## src/sabr_pkg.sv

```systemverilog
`timescale 1ns / 1ps

package sabr_pkg;

  localparam int IDX_W       = 10;
  localparam int STORE_DEPTH = 1 << IDX_W;
  localparam int CH_W        = 8;
  localparam int SIDE_W      = 6;
  localparam int POS_W       = 11;
  localparam int FRAME_W     = 11;
  localparam int SCR_W       = 10;
  localparam int ROT_W       = 2;
  localparam int CFG_IDX_W   = 3;
  localparam int CFG_DATA_W  = 11;

  localparam int DEF_SPRITE_MAX_SIDE = 32;
  localparam int DEF_FRAME_MAX_SIDE  = 1024;
  localparam int DEF_QUEUE_DEPTH     = 4;

  localparam logic [CH_W-1:0] ALPHA_MAX = 8'd255;

  localparam logic MODE_LOAD  = 1'b0;
  localparam logic MODE_BLEND = 1'b1;

  localparam logic [ROT_W-1:0] ROT_0   = 2'd0;
  localparam logic [ROT_W-1:0] ROT_90  = 2'd1;
  localparam logic [ROT_W-1:0] ROT_180 = 2'd2;
  localparam logic [ROT_W-1:0] ROT_270 = 2'd3;

  localparam logic [CFG_IDX_W-1:0] CFG_SPRITE_X      = 3'd0;
  localparam logic [CFG_IDX_W-1:0] CFG_SPRITE_Y      = 3'd1;
  localparam logic [CFG_IDX_W-1:0] CFG_SPRITE_WIDTH  = 3'd2;
  localparam logic [CFG_IDX_W-1:0] CFG_SPRITE_HEIGHT = 3'd3;
  localparam logic [CFG_IDX_W-1:0] CFG_ROTATION      = 3'd4;
  localparam logic [CFG_IDX_W-1:0] CFG_FRAME_WIDTH   = 3'd5;
  localparam logic [CFG_IDX_W-1:0] CFG_FRAME_HEIGHT  = 3'd6;

  typedef struct packed {
    logic [POS_W-1:0]   sprite_x;
    logic [POS_W-1:0]   sprite_y;
    logic [SIDE_W-1:0]  sprite_width;
    logic [SIDE_W-1:0]  sprite_height;
    logic [ROT_W-1:0]   rotation;
    logic [FRAME_W-1:0] frame_width;
    logic [FRAME_W-1:0] frame_height;
  } cfg_t;

  // load: idx/rgba is the texel; blend: idx is the texel to fetch, r/g/b the frame colour
  typedef struct packed {
    logic            is_load;
    logic            covered;
    logic [IDX_W-1:0] idx;
    logic [CH_W-1:0] r;
    logic [CH_W-1:0] g;
    logic [CH_W-1:0] b;
    logic [CH_W-1:0] a;
  } q_entry_t;

endpackage

```

## src/sabr_front.sv

```systemverilog
`timescale 1ns / 1ps

module sabr_front #(
  parameter int SPRITE_MAX_SIDE = sabr_pkg::DEF_SPRITE_MAX_SIDE,
  parameter int FRAME_MAX_SIDE  = sabr_pkg::DEF_FRAME_MAX_SIDE
) (
  input  sabr_pkg::cfg_t                      cfg,
  input  logic                                in_mode,
  input  logic [sabr_pkg::IDX_W-1:0]          in_load_index,
  input  logic [sabr_pkg::CH_W-1:0]           in_src_r,
  input  logic [sabr_pkg::CH_W-1:0]           in_src_g,
  input  logic [sabr_pkg::CH_W-1:0]           in_src_b,
  input  logic [sabr_pkg::CH_W-1:0]           in_src_a,
  input  logic [sabr_pkg::SCR_W-1:0]          in_screen_x,
  input  logic [sabr_pkg::SCR_W-1:0]          in_screen_y,
  input  logic [sabr_pkg::CH_W-1:0]           in_dst_r,
  input  logic [sabr_pkg::CH_W-1:0]           in_dst_g,
  input  logic [sabr_pkg::CH_W-1:0]           in_dst_b,
  output sabr_pkg::q_entry_t                  entry
);

  localparam logic [8:0]  SMAX = 9'(SPRITE_MAX_SIDE);
  localparam logic [12:0] FMAX = 13'(FRAME_MAX_SIDE);

  logic [8:0]                   w_sat;
  logic [8:0]                   h_sat;
  logic [sabr_pkg::SIDE_W-1:0]  w;
  logic [sabr_pkg::SIDE_W-1:0]  h;
  logic [sabr_pkg::SIDE_W-1:0]  cw;
  logic [sabr_pkg::SIDE_W-1:0]  ch;
  logic [12:0]                  fw;
  logic [12:0]                  fh;
  logic signed [12:0]           lx;
  logic signed [12:0]           ly;
  logic [sabr_pkg::SIDE_W-1:0]  ux;
  logic [sabr_pkg::SIDE_W-1:0]  uy;
  logic                         hit;
  logic [sabr_pkg::SIDE_W-1:0]  row;
  logic [sabr_pkg::SIDE_W-1:0]  col;
  logic [11:0]                  row_off;
  logic [12:0]                  tex_idx;

  always_comb begin
    w_sat = ({3'b000, cfg.sprite_width} > SMAX) ? SMAX : {3'b000, cfg.sprite_width};
    h_sat = ({3'b000, cfg.sprite_height} > SMAX) ? SMAX : {3'b000, cfg.sprite_height};
    // saturated side never exceeds the register's own range
    w = w_sat[sabr_pkg::SIDE_W-1:0];
    h = h_sat[sabr_pkg::SIDE_W-1:0];
    fw = ({2'b00, cfg.frame_width} > FMAX) ? FMAX : {2'b00, cfg.frame_width};
    fh = ({2'b00, cfg.frame_height} > FMAX) ? FMAX : {2'b00, cfg.frame_height};
    cw = cfg.rotation[0] ? h : w;
    ch = cfg.rotation[0] ? w : h;

    lx = $signed({3'b000, in_screen_x}) - $signed({{2{cfg.sprite_x[10]}}, cfg.sprite_x});
    ly = $signed({3'b000, in_screen_y}) - $signed({{2{cfg.sprite_y[10]}}, cfg.sprite_y});
    ux = lx[sabr_pkg::SIDE_W-1:0];
    uy = ly[sabr_pkg::SIDE_W-1:0];

    hit = ({3'b000, in_screen_x} < fw) && ({3'b000, in_screen_y} < fh) &&
          !lx[12] && !ly[12] &&
          (lx[11:0] < {6'b000000, cw}) && (ly[11:0] < {6'b000000, ch});

    case (cfg.rotation)
      sabr_pkg::ROT_0: begin
        row = uy;
        col = ux;
      end
      sabr_pkg::ROT_90: begin
        row = ux;
        col = w - 6'd1 - uy;
      end
      sabr_pkg::ROT_180: begin
        row = h - 6'd1 - uy;
        col = w - 6'd1 - ux;
      end
      sabr_pkg::ROT_270: begin
        row = h - 6'd1 - ux;
        col = uy;
      end
      default: begin
        row = '0;
        col = '0;
      end
    endcase

    row_off = {6'b000000, row} * {6'b000000, w};
    tex_idx = {1'b0, row_off} + {7'b0000000, col};

    entry.is_load = (in_mode == sabr_pkg::MODE_LOAD);
    if (in_mode == sabr_pkg::MODE_LOAD) begin
      entry.covered = 1'b0;
      entry.idx     = in_load_index;
      entry.r       = in_src_r;
      entry.g       = in_src_g;
      entry.b       = in_src_b;
      entry.a       = in_src_a;
    end else begin
      entry.covered = hit;
      entry.idx     = tex_idx[sabr_pkg::IDX_W-1:0];  // wraps modulo the store depth
      entry.r       = in_dst_r;
      entry.g       = in_dst_g;
      entry.b       = in_dst_b;
      entry.a       = '0;
    end
  end

endmodule

```

## config.mk

```make
export PLATFORM = sky130hd
export DESIGN_NAME = sabr_front
export DESIGN_NICKNAME = d
export VERILOG_FILES = /design/src/sabr_pkg.sv /design/src/sabr_front.sv
export SDC_FILE = /design/constraint.sdc
export NUM_CORES = 1
export LEC_CHECK = 0
export ABC_AREA = 1
export BUFFER_PORTS_ARGS = -buffer_cell sky130_fd_sc_hd__buf_2
export CAP_MARGIN = 10
export CORE_UTILIZATION = 52
export DETAILED_ROUTE_END_ITERATION = 12
export GPL_ROUTABILITY_DRIVEN = 0
export MAX_ROUTING_LAYER = met4
export PLACE_DENSITY_LB_ADDON = 0.25
export SLEW_MARGIN = 40
export SYNTH_ARGS = -nofsm -noshare
export SYNTH_HDL_FRONTEND = slang
export SYNTH_SLANG_ARGS = --single-unit
```

## constraint.sdc

```tcl
create_clock -name vclk -period 10.7
set_clock_uncertainty 0.05 [all_clocks]
set_input_delay 2.14 -clock vclk [all_inputs]
set_output_delay 2.14 -clock vclk [all_outputs]
set_load 0.05 [all_outputs]
```

# Word level (Yosys, flattened, before mapping)
# Index checks and enable logic that the tools add are counted.
# word_totals
memories	0
rom_bits	0
input_bits	145
output_inout_bits	44
ram_bits	0
word_cells	39
latch_bits	0
ff_bits	0
# op_classes
n_bitwise	1
add_sub_neg	9
n_shift	0
n_mul	1
n_eq_ne	3
muxes	9
reduce_logical	8
magnitude_cmp	8
div	0
# op_table
op	count
6-bit one-hot mux with 4 select lines	2
43-bit 2-to-1 mux	1
12-bit by 6-bit < comparator with 1-bit output	2
6-bit 2-to-1 mux	4
11-bit by 11-bit subtractor with 12-bit output	2
6-bit subtractor	4
11-bit > comparator, second input constant	2
10-bit by 11-bit < comparator with 1-bit output	2
11-bit 2-to-1 mux	2
6-bit > comparator, second input constant	2
6-bit by 1-bit subtractor with 6-bit output, second input constant	2
10-bit by 6-bit adder with 10-bit output	1
6-bit by 6-bit multiplier with 10-bit output	1
1-bit logical AND	5
2-bit equality test, second input constant	2
2-bit by 1-bit equality test with 1-bit output, second input constant	1
1-bit logical NOT	2
2-bit logical NOT	1
1-bit NOT	1

# Logic depth before layout (Yosys ltp)
# logic_depth
depth_word	9
depth_mapped	39
ltp_nobuf	39

# Worst setup path after synthesis
# No wires, ideal clock.
# synth_timing
path_type	input -> output
from	input in_screen_x[0] (netlist name)
to	output entry[40] (netlist name)
path_buffers	0
setup_slack_ps	61
path_stages	35
arrival_ps	8449
cell_sequence	inv_1 > ha_1 > inv_1 > fa_1 > xor2_1 > inv_1 > nand2_1 > o21ai_0 > ha_1 > nand2_1 > nand2_1 > nand3_1 > nand2_1 > nor2_1 > nand4_1 > nand2_1 > nand2_1 > nand3_1 > nand2_1 > nand2_1 > nor2_1 > fa_1 > inv_1 > fa_1 > inv_1 > fa_1 > inv_1 > fa_1 > inv_1 > ha_1 > a21oi_1 > o21ai_0 > a21oi_1 > xor2_1 > o21ai_0
# synth_lines
element	line_no	source
start: declaration	sabr_front.sv:14	input logic [sabr_pkg::SCR_W-1:0] in_screen_x,
end: declaration	sabr_front.sv:19	output sabr_pkg::q_entry_t entry

==> metrics.md <==
| Metric | Value |
|---|---|
| Syn avg cell area | ~6 µm² |
| Row cnt | 33 |
| Drc violations | 0 |
| Status | complete, no violations |
| FILL cells | just under 800 |
| Worst-margin pin slew | roughly 0.6 ns |
| Synth top area share | 0.240 |
| Slowest cell on crit path | fa_1 |
| Final core utilization | 0.687 |
| Area leader, netlist | ha_1 |
| Worst EP required | roughly 8.5 ns |
| Post-Syn Instances | about 770 |
| Hold depth | 4 |
| Hold path endpoint | entry[41] |
| Routed Antenna Nets | 0 |
| IO Pins | between 150 and 200 |
| HP Start | in_load_index[9] |
| Seq_cells | 0 |
| DP Wirelength | about 12000 µm |
| Ant diodes | 0 |
| Drt wl/cell | 12.7 µm |
| Netlist cell types | 38 |
| Worst VDD drop | a little under 0.00006 V |
| Vias | 5469 |
| Layout cell share with drive strength beyond 1 | 0.252 |
| Area growth, synth to finish | 26.2% |
| Fin crit share | 0.967 |
| Global route overflow | 0 |
| Worst Setup Slack, final | roughly 0.35 ns |
| Max cap viols | 0 |
| Crit path top cell by count | nand2_1 |
| Area contributors post-synth | ha_1, nand2_1, inv_1 |
| Leak pwr | about 0.0035 µW |
| DIE WIDTH | about 95 µm |
| DRT Pass-1 Iters | 5 |
| Final instance area | around 0.0057 mm² |
| Buffers on Ports | ~190 |
| Final setup TNS | 0 ns |
| Die area | 0.00911 mm² |
| Global-route wire length before repair | 21400 µm |
| Gr usage total | 0.298 |
| Max Freq | roughly 97 MHz |
| Fin crit period | 10.35 ns |
| Initial core utilization | 0.544 |
| Final layout net count | between 1000 and 1500 |
| Pre-CTS WS | 0.110 ns |
| Core Footprint | ~0.0083 mm² |
| Hold buffers post-CTS | 0 |
| Total power draw | 596 µW |
| Nature of the critical path endpoint | output pin |
| Mapped cell area | between 0.004 and 0.005 mm² |
| Antenna violations before repair | 0 |
| Vias in the first global route | between 4000 and 5000 |
| DR vias/cell | ~5.2 |
| Post-Route WL | about 14000 µm |
| DR iter-0 viols | ~320 |
| CP Class | input pin to output pin |
| Chip height | ~95 µm |
| CP Launch Type | input pin |
| Largest net degree at the start of global routing | 41 |
| Yosys warning count | 0 |
| Power density over the cells | 104 mW/mm² |
| Setup-failing EPs final | 0 |
| Critical Path AT | between 8 and 9 ns |
| CP startpoint | in_screen_y[2] |
| Rel. slew slack | 0.588 |
| Fin. Hold Viols | 0 |
| Worst Hold Class | input pin to output pin |
| Max-slew violation count | 0 |
| Placed Area | 0.00560 mm² |
| CP max FO | 5 |
| Syn_nets | 1027 |
| Layout clock buffers | 0 |
| Post-synthesis sequential area ratio | 0 |
| Worst path max stage delay | approximately 0.54 ns |
| Sequential cell area | 0 µm² |
## cells by family after synthesis
logic type	synth area share
XOR/XNOR	0.0502
AO/OA/AOI/OAI	0.144
AND/OR/NAND/NOR	0.346
adder cells (fa/ha/maj)	0.341
buffers and inverters	0.120
## metal layers
| layer | up-vias | global-route usage | wire length, µm |
|---|---|---|---|
| li1 | 2852 | - | - |
| met1 | 2377 | 0.400 | 5980 |
| met2 | 218 | 0.498 | 6420 |
| met3 | 22 | 0.0167 | 925 |
| met4 | 0 | 0.0498 | 180 |
| met5 | - | - | 0 |
## cells in the mapped netlist, types with 2 or more instances
master / instances
a21oi_1: 39
a21oi_2: 4
a31oi_1: 2
and2_1: 2
buf_2: 2
clkbuf_1: 11
fa_1: 23
ha_1: 87
inv_1: 123
inv_2: 2
nand2_1: 250
nand2_2: 3
nand3_1: 31
nand3_2: 2
nand4_1: 11
nor2_1: 67
nor3_1: 5
nor4_1: 4
o211ai_1: 2
o21ai_0: 46
o21ai_1: 2
o21bai_1: 3
o221ai_1: 10
o31ai_1: 2
or2_2: 2
xnor2_1: 8
xor2_1: 18
## power by group
part           internal [µW]  leakage [µW]  switching, µW
Clock                      0             0              0
Combinational            217       0.00346            378
Sequential                 0             0              0
## what timing repair did
item                                   CTS  global route
endpoints found under the hold margin    0             0
resized for setup                        0            32
setup endpoints to repair                0             5
setup buffers                            0             3
## worst max-delay path: cells and delay by family
kind,cells,cell delay (ns)
XOR/XNOR,1,0.21
buffers and inverters,8,0.68
AND/OR/NAND/NOR,17,1.55
adder cells (fa/ha/maj),7,3.08
AO/OA/AOI/OAI,3,0.47
## layout by cell type, fill, tap and decap left out, types with 16 or more instances in the layout
cell type and count:
nand2_1 245, buf_2 186, inv_1 120, ha_1 83, nor2_1 66, o21ai_0 43, a21oi_1 39, nand3_1 30
fa_1 21, xor2_1 16
## worst max path at each step
stage	endpoint	slack [ns]	cells after the start
final	entry[41]	0.35	36
after global routing	entry[41]	-0.04	39
after CTS	entry[41]	0.08	39
after detailed placement	entry[41]	0.11	39
after global placement	entry[41]	0.27	34
after floorplan	entry[40]	0.06	35
## per-stage QoR
step / cells / hold WS (ns)
after global routing: 1061 / 4.61
final: 1061 / 4.56
after floorplan: 772 / 4.44
after CTS: 1058 / 4.59
after global placement: 1058 / 4.59
after detailed placement: 1058 / 4.59
## area by class of cell
cell class | count | area, µm² | area share
inverter | 126 | 473 | 0.0825
tap | 105 | 131 | 0.0229
multi-input combinational | 631 | 4090 | 0.714
timing repair buffer | 199 | 1030 | 0.180
(Power assumes the default switching activity.)
