$ cat src/sabr_pkg.sv
`timescale 1ns / 1ps

package sabr_pkg;

  localparam int IDX_W       = 10;
  localparam int STORE_DEPTH = 1 << IDX_W;
  localparam int CH_W        = 8;
  localparam int SIDE_W      = 6;
  localparam int POS_W       = 11;
  localparam int FRAME_W     = 11;
  localparam int SCR_W       = 10;
  localparam int ROT_W       = 2;
  localparam int CFG_IDX_W   = 3;
  localparam int CFG_DATA_W  = 11;

  localparam int DEF_SPRITE_MAX_SIDE = 32;
  localparam int DEF_FRAME_MAX_SIDE  = 1024;
  localparam int DEF_QUEUE_DEPTH     = 4;

  localparam logic [CH_W-1:0] ALPHA_MAX = 8'd255;

  localparam logic MODE_LOAD  = 1'b0;
  localparam logic MODE_BLEND = 1'b1;

  localparam logic [ROT_W-1:0] ROT_0   = 2'd0;
  localparam logic [ROT_W-1:0] ROT_90  = 2'd1;
  localparam logic [ROT_W-1:0] ROT_180 = 2'd2;
  localparam logic [ROT_W-1:0] ROT_270 = 2'd3;

  localparam logic [CFG_IDX_W-1:0] CFG_SPRITE_X      = 3'd0;
  localparam logic [CFG_IDX_W-1:0] CFG_SPRITE_Y      = 3'd1;
  localparam logic [CFG_IDX_W-1:0] CFG_SPRITE_WIDTH  = 3'd2;
  localparam logic [CFG_IDX_W-1:0] CFG_SPRITE_HEIGHT = 3'd3;
  localparam logic [CFG_IDX_W-1:0] CFG_ROTATION      = 3'd4;
  localparam logic [CFG_IDX_W-1:0] CFG_FRAME_WIDTH   = 3'd5;
  localparam logic [CFG_IDX_W-1:0] CFG_FRAME_HEIGHT  = 3'd6;

  typedef struct packed {
    logic [POS_W-1:0]   sprite_x;
    logic [POS_W-1:0]   sprite_y;
    logic [SIDE_W-1:0]  sprite_width;
    logic [SIDE_W-1:0]  sprite_height;
    logic [ROT_W-1:0]   rotation;
    logic [FRAME_W-1:0] frame_width;
    logic [FRAME_W-1:0] frame_height;
  } cfg_t;

  // load: idx/rgba is the texel; blend: idx is the texel to fetch, r/g/b the frame colour
  typedef struct packed {
    logic            is_load;
    logic            covered;
    logic [IDX_W-1:0] idx;
    logic [CH_W-1:0] r;
    logic [CH_W-1:0] g;
    logic [CH_W-1:0] b;
    logic [CH_W-1:0] a;
  } q_entry_t;

endpackage

$ cat src/sabr_queue.sv
`timescale 1ns / 1ps

module sabr_queue #(
  parameter int DEPTH = sabr_pkg::DEF_QUEUE_DEPTH
) (
  input  logic               clk,
  input  logic               rst_n,
  input  logic               push,
  input  sabr_pkg::q_entry_t push_entry,
  output logic               full,
  input  logic               pop,
  output logic               valid,
  output sabr_pkg::q_entry_t head
);

  localparam int PTR_W = (DEPTH > 1) ? $clog2(DEPTH) : 1;
  localparam int CNT_W = $clog2(DEPTH + 1);

  sabr_pkg::q_entry_t entries_r [DEPTH];
  logic [PTR_W-1:0]   wr_ptr_r;
  logic [PTR_W-1:0]   wr_ptr_nxt;
  logic [PTR_W-1:0]   rd_ptr_r;
  logic [PTR_W-1:0]   rd_ptr_nxt;
  logic [CNT_W-1:0]   count_r;
  logic [CNT_W-1:0]   count_nxt;

  assign full  = (count_r == CNT_W'(DEPTH));
  assign valid = (count_r != '0);
  assign head  = entries_r[rd_ptr_r];

  always_comb begin
    wr_ptr_nxt = wr_ptr_r;
    rd_ptr_nxt = rd_ptr_r;
    if (push) begin
      wr_ptr_nxt = (wr_ptr_r == PTR_W'(DEPTH - 1)) ? '0 : wr_ptr_r + PTR_W'(1);
    end
    if (pop) begin
      rd_ptr_nxt = (rd_ptr_r == PTR_W'(DEPTH - 1)) ? '0 : rd_ptr_r + PTR_W'(1);
    end
    case ({push, pop})
      2'b10:   count_nxt = count_r + CNT_W'(1);
      2'b01:   count_nxt = count_r - CNT_W'(1);
      default: count_nxt = count_r;
    endcase
  end

  always_ff @(posedge clk) begin
    if (!rst_n) begin
      wr_ptr_r <= '0;
      rd_ptr_r <= '0;
      count_r  <= '0;
    end else begin
      wr_ptr_r <= wr_ptr_nxt;
      rd_ptr_r <= rd_ptr_nxt;
      count_r  <= count_nxt;
    end
  end

  always_ff @(posedge clk) begin
    if (push) begin
      entries_r[wr_ptr_r] <= push_entry;
    end
  end

`ifndef SYNTHESIS
  a_count_bound: assert property (@(posedge clk) disable iff (!rst_n)
    count_r <= CNT_W'(DEPTH))
    else $error("queue occupancy beyond depth");

  a_no_pop_empty: assert property (@(posedge clk) disable iff (!rst_n)
    pop |-> (count_r != '0))
    else $error("pop from empty queue");
`endif

endmodule

$ cat config.mk
export PLATFORM = sky130hd
export DESIGN_NAME = sabr_queue
export DESIGN_NICKNAME = d
export VERILOG_FILES = /design/src/sabr_pkg.sv /design/src/sabr_queue.sv
export SDC_FILE = /design/constraint.sdc
export NUM_CORES = 1
export LEC_CHECK = 0
export BUFFER_PORTS_ARGS = -buffer_cell sky130_fd_sc_hd__buf_2
export CORE_UTILIZATION = 40
export CTS_CLUSTER_SIZE = 16
export DETAILED_ROUTE_END_ITERATION = 7
export GPL_TIMING_DRIVEN = 1
export PLACE_DENSITY = 0.64
export REMOVE_ABC_BUFFERS = 1
export SETUP_SLACK_MARGIN = 0.5
export SLEW_MARGIN = 10
export SYNTH_ARGS = -nofsm -noshare
export SYNTH_HDL_FRONTEND = slang
export SYNTH_SLANG_ARGS = --single-unit
$ cat constraint.sdc
create_clock -name clk -period 2.85 [get_ports clk]
set_clock_uncertainty 0.2 [all_clocks]
set_input_delay 0.285 -clock clk [delete_from_list [all_inputs] [get_ports clk]]
set_output_delay 0.285 -clock clk [all_outputs]
set_load 0.005 [all_outputs]
# Word-level counts from Yosys, hierarchy flattened
# Memories as Yosys holds them, arrays and structs flattened. A register that Yosys moved wholly into a read port is not among the register bits.
# Index checks and enable logic that the tools add are counted.
dict set report totals {
  register_bits 7
  ram_bits 176
  in_bits 48
  out_inout_bits 46
  memories 1
}
# memory words width rd rd_ports_with_merged_regs write_ports line_no
set mem_list {}
lappend mem_list {entries_r 4 44 1 1 1 sabr_queue.sv:19} ;# sabr_pkg::q_entry_t entries_r [DEPTH];
dict set report classes {
  add_sub_neg 4
  n_eq_ne 5
  mux 7
  reduce_logical 2
}
# operator count
set ops {}
lappend ops {{$mux W2} 4}
lappend ops {{$eq A2 B2 Y1 const B} 3}
lappend ops {{$pmux W3 S2} 1}
lappend ops {{$add A2 B1 Y2 const B} 2}
lappend ops {{$add A3 B1 Y3 const B} 1}
lappend ops {{$eq A3 B3 Y1 const B} 1}
lappend ops {{$reduce_bool A3 Y1} 1}
lappend ops {{$sub A3 B1 Y3 const B} 1}
lappend ops {{$eq A2 B1 Y1 const B} 1}
lappend ops {{$mux W1} 2}
lappend ops {{$reduce_bool A2 Y1} 1}

# Longest topological paths before layout
# Gate-level depths: netlist (run 1).
dict set report logic_depth {
  ltp_word 4
  ltp_mapped 6
  depth_no_buf 6
}

# Worst setup path before layout (run 1)
# OpenSTA, ideal clock, no wires.
dict set report synth_path {
  kind {register to register}
  start {register wr_ptr_r[0]}
  end {memory entries_r[3][0] in the netlist's numbering, enable pin}
  arrival_ps 1610
  required_ps 2244
  slack_ps 635
  path_stages_with_launch 3
  n_path_buf 0
  period_less_slack_ps 2215
  path_cell_list {dfxtp_1 ha_1 and2_1}
}
# element line_no
set synth_rtl {}
lappend synth_rtl {{start, declared} sabr_queue.sv:20} ;# logic [PTR_W-1:0] wr_ptr_r;
lappend synth_rtl {{start signal, assigned} sabr_queue.sv:53} ;# wr_ptr_r <= wr_ptr_nxt;
lappend synth_rtl {{end, declared} sabr_queue.sv:19}
# Straight into the memory's write port.

==> flow_summary.json, run 1 <==
{
  "status": "completed",
  "p_per_area_nw_per_um2": 681,
  "p_leak_nw": 2.99,
  "worstPathMaxFanout": 19,
  "ys_seq_area_frac": 0.796,
  "max_freq_mhz": 444,
  "die_h_um": 133,
  "hold_path.class": "in2reg",
  "cts.reportedPaths.clkPinSlew_ps": 70,
  "start_kind": "flop",
  "post-route-period-util": 0.790,
  "crit_buf_inv": 2,
  "finalNetCount": 489,
  "crit_arrival_ps": 1770,
  "post_drt_wl_per_cell_um": 18.6,
  "setup_viol": 0,
  "cts_tree": "done",
  "ys_ff_latch": 185,
  "cts-root-buf": "clkbuf_16",
  "coreArea_um2": 16600,
  "cts_made_buffers": 17,
  "ir_drop_v": 0.000396,
  "crit_required_ps": 2370,
  "drt_iter0_markers": 136,
  "netlist_instances": 273,
  "grt.total_usage": 0.151,
  "grt_pass1_vias": 3650,
  "clkSinkCount": 185,
  "setup_slack_ps": 599,
  "drc": 0,
  "gp_congestion": 0.686,
  "io_buffers": 93,
  "layout-drive-gt1-share": 0.409,
  "worst_pin_slew_ps": 428,
  "holdCritStartpoint": "push",
  "drv_cap": 0,
  "vias_per_cell": 4.89,
  "syn_to_final_growth_pct": 26.3,
  "drtAntennaViolNets": 0,
  "whs_ps": 21.0,
  "drv_slew": 0,
  "dp_hpwl_mm": 7.82,
  "routed_wl_mm": 12.4,
  "worstSkewPairLatency_ps": 420,
  "total_power_mw": 5.91,
  "grt_max_degree": 22,
  "r2r-start": "wr_ptr_r[1]",
  "synth_cell_types": 21,
  "place_ws_ps": 720,
  "grt_pass1_wl_mm": 19.6,
  "critPathCaptureType": "primary output",
  "min_period_ps": 2250,
  "cpPeakStageDelay_ps": 570,
  "vias": 3265,
  "rows": 47,
  "syn_area_um2": 6860,
  "pin_count": 94,
  "fin_util": 0.521,
  "rsz0062_at_grt": "false",
  "hold_viol": 0,
  "critical_path.cell_chain": "buf_12 -> mux4_2 -> buf_2",
  "drt-pass1-iter-count": 4,
  "synth_warnings": 0,
  "critPathTopFamily": "multiplexers",
  "crit_slowest_cell": "mux4_2",
  "antenna_found_initial": 0,
  "slew-limit-headroom": 0.715,
  "die-area_um2": 17700,
  "crit_type": "reg2out",
  "h-tree-depth": 4,
  "grt_overflow_total": 0,
  "die_width_um": 133,
  "r2r_slack_ps": 930,
  "start_util": 0.412,
  "syn_area_per_cell_um2": 25.1,
  "clockBufferDepth": 2
}
[power breakdown]
part | switching, mW | internal (mW) | leakage (nW)
clock | 0.966 | 1.30 | 0.275
sequential | 0.0420 | 3.09 | 1.69
combinational | 0.234 | 0.278 | 1.02
total | 1.24 | 4.67 | 2.99
[synthesized netlist by cell type, drive strengths merged]
library cell / instances / area (µm²)
or3: 2 / 12.5
o21ai: 1 / 5.00
a21oi: 1 / 5.00
buf: 9 / 111
mux4: 44 / 1010
a21boi: 1 / 7.51
mux2i: 3 / 30.0
clkbuf: 1 / 5.00
nor3b: 3 / 22.5
and2: 5 / 31.3
o21a: 1 / 7.51
inv: 3 / 11.3
nor2b: 5 / 31.3
xnor2: 2 / 17.5
edfxtp: 176 / 5290
fa: 1 / 20.0
dfxtp: 9 / 180
ha: 6 / 75.1
[timing repair]
action,4_1_cts,5_1_grt
gates resized for setup,1,0
buffers inserted,2,0
hold endpoints to repair,185,0
endpoints found under the setup margin,31,0
hold buffers,45,0
[routing by layer]
| metal | share of wire | global-route usage | wire [µm] | vias to the layer above |
|---|---|---|---|---|
| met3 | 0.042 | 0.0379 | 526 | 11 |
| met5 | 0 | 0 | 0 | - |
| met2 | 0.51 | 0.250 | 6280 | 76 |
| li1 | - | - | - | 1478 |
| met4 | 0.014 | 0.0594 | 171 | 0 |
| met1 | 0.44 | 0.192 | 5450 | 1700 |
[stage by stage]
| step | setup TNS (ps) | instance area (µm²) | cells |
|---|---|---|---|
| 2_1_floorplan | -7870 | 6750 | 263 |
| 3_3_place_gp | 0 | 7630 | 588 |
| 3_5_place_dp | 0 | 7630 | 588 |
| 4_1_cts | 0 | 8670 | 667 |
| 5_1_grt | 0 | 8670 | 667 |
| 6_report | 0 | 8670 | 668 |
[cells by family (layout without fill, tap and decap cells)]
group,count (synthesis),in the layout,synth area share
DFF,185,185,0.796
other,0,1,0
muxes,47,47,0.151
adders and majority gates,7,7,0.0139
xor gates and xnor gates,2,2,0.00255
buffers and inverters,13,187,0.0186
AOI/OAI and AO/OA,4,4,0.00365
and+or+nand+nor,15,15,0.0142
[cells in the final DEF, fill, tap and decap left out, drive strengths merged, types with 5 or more instances in the layout]
master / n
dfxtp: 9
ha: 6
dlygate4sd3: 45
mux4: 44
inv: 7
clkinv: 5
nor2b: 5
edfxtp: 176
clkbuf: 18
buf: 107
and2: 5
[final timing paths]
check                                        end  depth (start not counted)
worst min register to register        count_r[2]                          2
worst max-delay path                    head[22]                          3
worst min-delay path                 wr_ptr_r[1]                          3
worst max register to register  entries_r[1][24]                          4
[state kept, by name (all words and copies together) (netlist names), named ones only]
| name | flops |
|---|---|
| rd_ptr_r | 2 |
| count_r | 3 |
| entries_r | 176 |
| wr_ptr_r | 2 |
[area by class of cell]
| cell class | count | area (µm²) |
|---|---|---|
| Clock inverter | 14 | 145 |
| Fill cell | 1333 | 7970 |
| Sequential cell | 185 | 5470 |
| Multi-Input combinational cell | 75 | 1280 |
| Tap cell | 220 | 275 |
| Clock buffer | 18 | 429 |
| Antenna cell | 1 | 2.50 |
| Inverter | 3 | 11.3 |
| Timing Repair Buffer | 152 | 1060 |
[tightest hold or removal path, stage by stage]
cell,delay [ps]
buf_2,140
mux2i_1,90
nor2b_1,90
Power figures use the tool's default switching activity.
==> run 2: changes to the inputs <==
Clock period 2.85 ns to 2.36 ns, I/O delays scaled along.
==> run 2 against run 1 <==
Cell count rose by 0.15%. Setup slack worse by 450 ps. Worst hold slack better by 46 ps. Critical endpoint is now head[14]. Largest cell class unchanged.
==> flow_summary.json, run 2 (same netlist as run 1, synthesis figures left out) <==
{
  "status": "completed",
  "ir_drop_v": 0.000502,
  "largest_reg_flops": 176,
  "rows": 47,
  "gp_congestion": 0.707,
  "coreArea_um2": 16600,
  "p_int_mw": 5.78,
  "setup_slack_ps": 147,
  "crit_arrival_ps": 1780,
  "worstSkewPairLatency_ps": 420,
  "min_period_ps": 2210,
  "drv_slew": 0,
  "die-area_um2": 17700,
  "fillers": 1326,
  "route.met2.wl_mm": 6.18,
  "grt_max_degree": 45,
  "whs_ps": 66.6,
  "fin_util": 0.530,
  "finalNetCount": 490,
  "drt-pass1-iter-count": 4,
  "crit_type": "reg2out",
  "reg.largest.list": "entries_r x176, count_r x3",
  "worstPathMaxFanout": 17,
  "mostFrequentLayoutCell": "edfxtp_1",
  "slew-limit-headroom": 0.745,
  "hold_viol": 0,
  "antenna_found_initial": 0,
  "pwr-share-comb": 0.091,
  "critPathCaptureType": "primary output",
  "h-tree-depth": 4,
  "power_frac_seq": 0.518,
  "start_util": 0.412,
  "wl_met3_um": 598,
  "vias_per_cell": 4.86,
  "drt-met1-wl_mm": 5.52,
  "p_per_area_nw_per_um2": 827,
  "drtAntennaViolNets": 0,
  "top_register": "entries_r",
  "setup_viol": 0,
  "layout_common_cells": "edfxtp_1 (176), buf_2 (93), dlygate4sd3_1 (47), mux4_2 (40), clkbuf_16 (17)",
  "post-route-period-util": 0.938,
  "switching_share": 0.207,
  "p_clk_frac": 0.391,
  "clockBufferDepth": 2,
  "worst_pin_slew_ps": 382,
  "start_kind": "flop",
  "cts_tree": "done",
  "clkSinkCount": 185,
  "stdcell_count": 669,
  "vias": 3252,
  "cts.reportedPaths.clkPinSlew_ps": 70,
  "cts_made_buffers": 17,
  "place_ws_ps": 325,
  "total_power_mw": 7.29,
  "syn_to_final_growth_pct": 28.4,
  "die_width_um": 133,
  "max_freq_mhz": 452,
  "post_drt_wl_per_cell_um": 18.5,
  "drv_cap": 0,
  "dp_hpwl_mm": 6.76,
  "switchingPower_mw": 1.51,
  "crit_required_ps": 1920,
  "cts-root-buf": "clkbuf_16",
  "drt_iter0_markers": 208,
  "routed_wl_mm": 12.4,
  "drc": 0,
  "grt.total_usage": 0.154,
  "die_h_um": 133,
  "grt_pass1_vias": 3616,
  "routed.top_layer": "met4",
  "grt_overflow_total": 0,
  "rsz0062_at_grt": "true",
  "grt_pass1_wl_mm": 19.5,
  "placedCellCount": 584,
  "p_leak_nw": 3.05,
  "io_buffers": 93,
  "hold_path.class": "in2reg",
  "pin_count": 94,
  "layout-drive-gt1-share": 0.402
}
## run 2: metal layers
metal,vias up,GRT usage
li1,1487,-
met1,1681,0.196
met2,80,0.250
met3,4,0.0475
met4,0,0.0556
met5,-,0
## run 2: worst max-delay path, stage by stage (launching register included)
cell and delay [ps]:
dfxtp_4 420, buf_12 210, mux4_2 560, buf_2 150
## run 2: layout make-up
type / count / area [µm²] / area share
Timing Repair Buffer: 153 / 1170 / 0.133
Tap cell: 220 / 275 / 0.0312
Sequential cell: 185 / 5470 / 0.621
Clock buffer: 19 / 433 / 0.0491
Antenna cell: 1 / 2.50 / 0.000284
Inverter: 3 / 11.3 / 0.00128
Multi-Input combinational cell: 75 / 1280 / 0.145
Clock inverter: 13 / 170 / 0.0193
## run 2: path summary, 6_finish.rpt
kind | startpoint | endpoint | slack, ps | cells after the start
min | push | wr_ptr_r[0] | 70 | 4
min reg2reg | count_r[2] | count_r[2] | 320 | 2
max | flop | head[14] | 150 | 3
max reg2reg | rd_ptr_r[0] | flop | 650 | 4
## run 2: what timing repair did
item / CTS / global route
gates resized for setup: 3 / 2
setup endpoints to repair: 44 / 46
hold buffers: 48 / 0
pin swaps: 0 / 0
buffers inserted: 2 / 0
hold endpoints to repair: 185 / 0
gates cloned: 2 / 0
## run 2: per-stage QoR
stage | cell area [µm²] | setup TNS [ps]
2_1_floorplan | 6750 | -27270
3_3_place_gp | 7630 | 0
3_5_place_dp | 7630 | 0
4_1_cts | 8810 | 0
5_1_grt | 8810 | 0
6_report | 8810 | 0
## run 2: power by group through the flow
stage          Clock [mW]  Sequential [mW]  Combinational, mW
6_report             2.85             3.78              0.660
5_1_grt              3.06             3.79              0.723
4_1_cts              2.93             3.78              0.675
3_5_place_dp            0             3.85              0.581
3_3_place_gp            0             3.84              0.568
2_1_floorplan           0             3.88              0.267
==> run 3: changes to the inputs <==
Settings changed: CORE_ASPECT_RATIO set to 0.75.
==> run 3 against run 2 <==
Sequential power barely moved. Non-clock buffer count rose by 2. Die area barely moved. Setup slack got worse by 25 ps. Global-route usage fell by 0.24 points.
==> flow_summary.json, run 3 (same netlist as run 1, synthesis figures left out) <==
{
  "status": "completed",
  "place_ws_ps": 389,
  "setup_slack_ps": 122,
  "post_drt_wl_per_cell_um": 19.1,
  "worstReg2RegEnd": "entries_r[3][31]",
  "hold_path.class": "in2reg",
  "die_h_um": 115,
  "p_leak_nw": 3.04,
  "cts-root-buf": "clkbuf_16",
  "grt_overflow_total": 0,
  "whs_ps": 85.2,
  "rsz0062_at_grt": "true",
  "syn_to_final_growth_pct": 27.5,
  "holdCritStartpoint": "push",
  "crit_required_ps": 1920,
  "pin_count": 94,
  "die-area_um2": 17700,
  "max_freq_mhz": 447,
  "post-route-period-util": 0.948,
  "reg.largest.list": "entries_r x176, count_r x3",
  "drc": 0,
  "finalNetCount": 492,
  "drtAntennaViolNets": 0,
  "coreArea_um2": 16800,
  "start_util": 0.408,
  "ir_drop_v": 0.000447,
  "grt_pass1_wl_mm": 19.4,
  "worstSkewPairLatency_ps": 420,
  "finish.instance_area_um2": 8750,
  "h-tree-depth": 4,
  "p_per_area_nw_per_um2": 826,
  "largest_reg_flops": 176,
  "total_power_mw": 7.23,
  "slew-limit-headroom": 0.718,
  "hold_viol": 0,
  "drt-pass1-iter-count": 4,
  "grt.total_usage": 0.152,
  "io_buffers": 93,
  "drt_iter0_markers": 189,
  "worstPathMaxFanout": 11,
  "worst_pin_slew_ps": 423,
  "crit_arrival_ps": 1800,
  "dp_hpwl_mm": 7.12,
  "place_area_um2": 7590,
  "drv_cap": 0,
  "drv_slew": 0,
  "min_to": "wr_ptr_r[0]",
  "r2r_slack_ps": 650,
  "routed_wl_mm": 12.7,
  "setup_total_negative_slack_ps": 0,
  "top_register": "entries_r",
  "grt_pass1_vias": 3521,
  "vias": 3332,
  "hold_depth": 4,
  "mostFrequentLayoutCell": "edfxtp_1",
  "setup_viol": 0,
  "ff_latch_area_um2": 5470,
  "critPathCaptureType": "primary output",
  "rr_worst_depth": 3,
  "clkSinkCount": 185,
  "gp_congestion": 0.690,
  "cts_tree": "done",
  "min_period_ps": 2240,
  "layout_common_cells": "edfxtp_1 (176), buf_2 (93), dlygate4sd3_1 (49), mux4_2 (40), clkbuf_16 (18)",
  "die_width_um": 153,
  "layout-drive-gt1-share": 0.399,
  "clockBufferDepth": 2,
  "multi_input_area_um2": 1280,
  "r2r-start": "wr_ptr_r[0]",
  "start_kind": "flop",
  "rows": 41,
  "cts_made_buffers": 17,
  "fillers": 1367,
  "crit_type": "reg2out",
  "cts.reportedPaths.clkPinSlew_ps": 60,
  "grt_max_degree": 45,
  "vias_per_cell": 5.01,
  "antenna_found_initial": 0
}
==> run 3: cell count changes in the layout (fill, tap and decap cells not counted), sizes merged <==
cell,previous run,this run
dlymetal6s4s,1,0
inv,6,5
clkinv,6,9
clkinvlp,1,0
clkbuf,19,18
dlygate4sd3,47,49
==> run 3: repair_timing <==
| item | 4_1_cts | 5_1_grt |
|---|---|---|
| resized for setup | 3 | 0 |
| hold endpoints to repair | 185 | 0 |
| endpoints found under the setup margin | 44 | 44 |
| cloned | 2 | 1 |
| hold buffers | 49 | 0 |
| buffers inserted | 0 | 0 |
==> run 3: worst max path at each step <==
stage / depth (start not counted) / end / slack (ps) / startpoint
after detailed placement: 7 / count_r[2] / 390 / push
after global routing: 3 / head[37] / 50 / flop
after global placement: 3 / head[37] / 450 / flop
final: 3 / head[37] / 120 / flop
after floorplan: 1 / head[27] / -670 / flop
after CTS: 3 / head[35] / 80 / flop
==> run 3: metrics by stage <==
stage                     std cells  utilization
after global routing            664        0.520
after CTS                       663        0.519
after detailed placement        581        0.451
final                           665        0.520
after floorplan                 263            -
after global placement          581        0.451
==> run 3: final cells by class <==
class                   instances  area share
diodes                          1    0.000286
clock buffers                  17      0.0486
clock inverters                14      0.0177
inverters                       3     0.00129
multi-input cells              75       0.146
flip-flops and latches        185       0.625
well taps                     215      0.0307
repair buffers                155       0.131
==> run 3: where the power goes <==
part | internal (mW) | switching (mW)
Sequential | 3.74 | 0.0432
Combinational | 0.356 | 0.299
Clock | 1.65 | 1.15
==> run 3: critical path: stages (launching register included) <==
cell	delay [ps]
dfxtp_4	460
buf_16	190
mux4_1	580
buf_2	150
==> run 3: per-layer routing <==
metal  GRT usage  routed length [µm]  up-vias
met2       0.240                6110       91
li1            -                   -     1488
met4      0.0485                 108        0
met1       0.204                5850     1743
met5           0                   0        -
met3      0.0460                 635       10
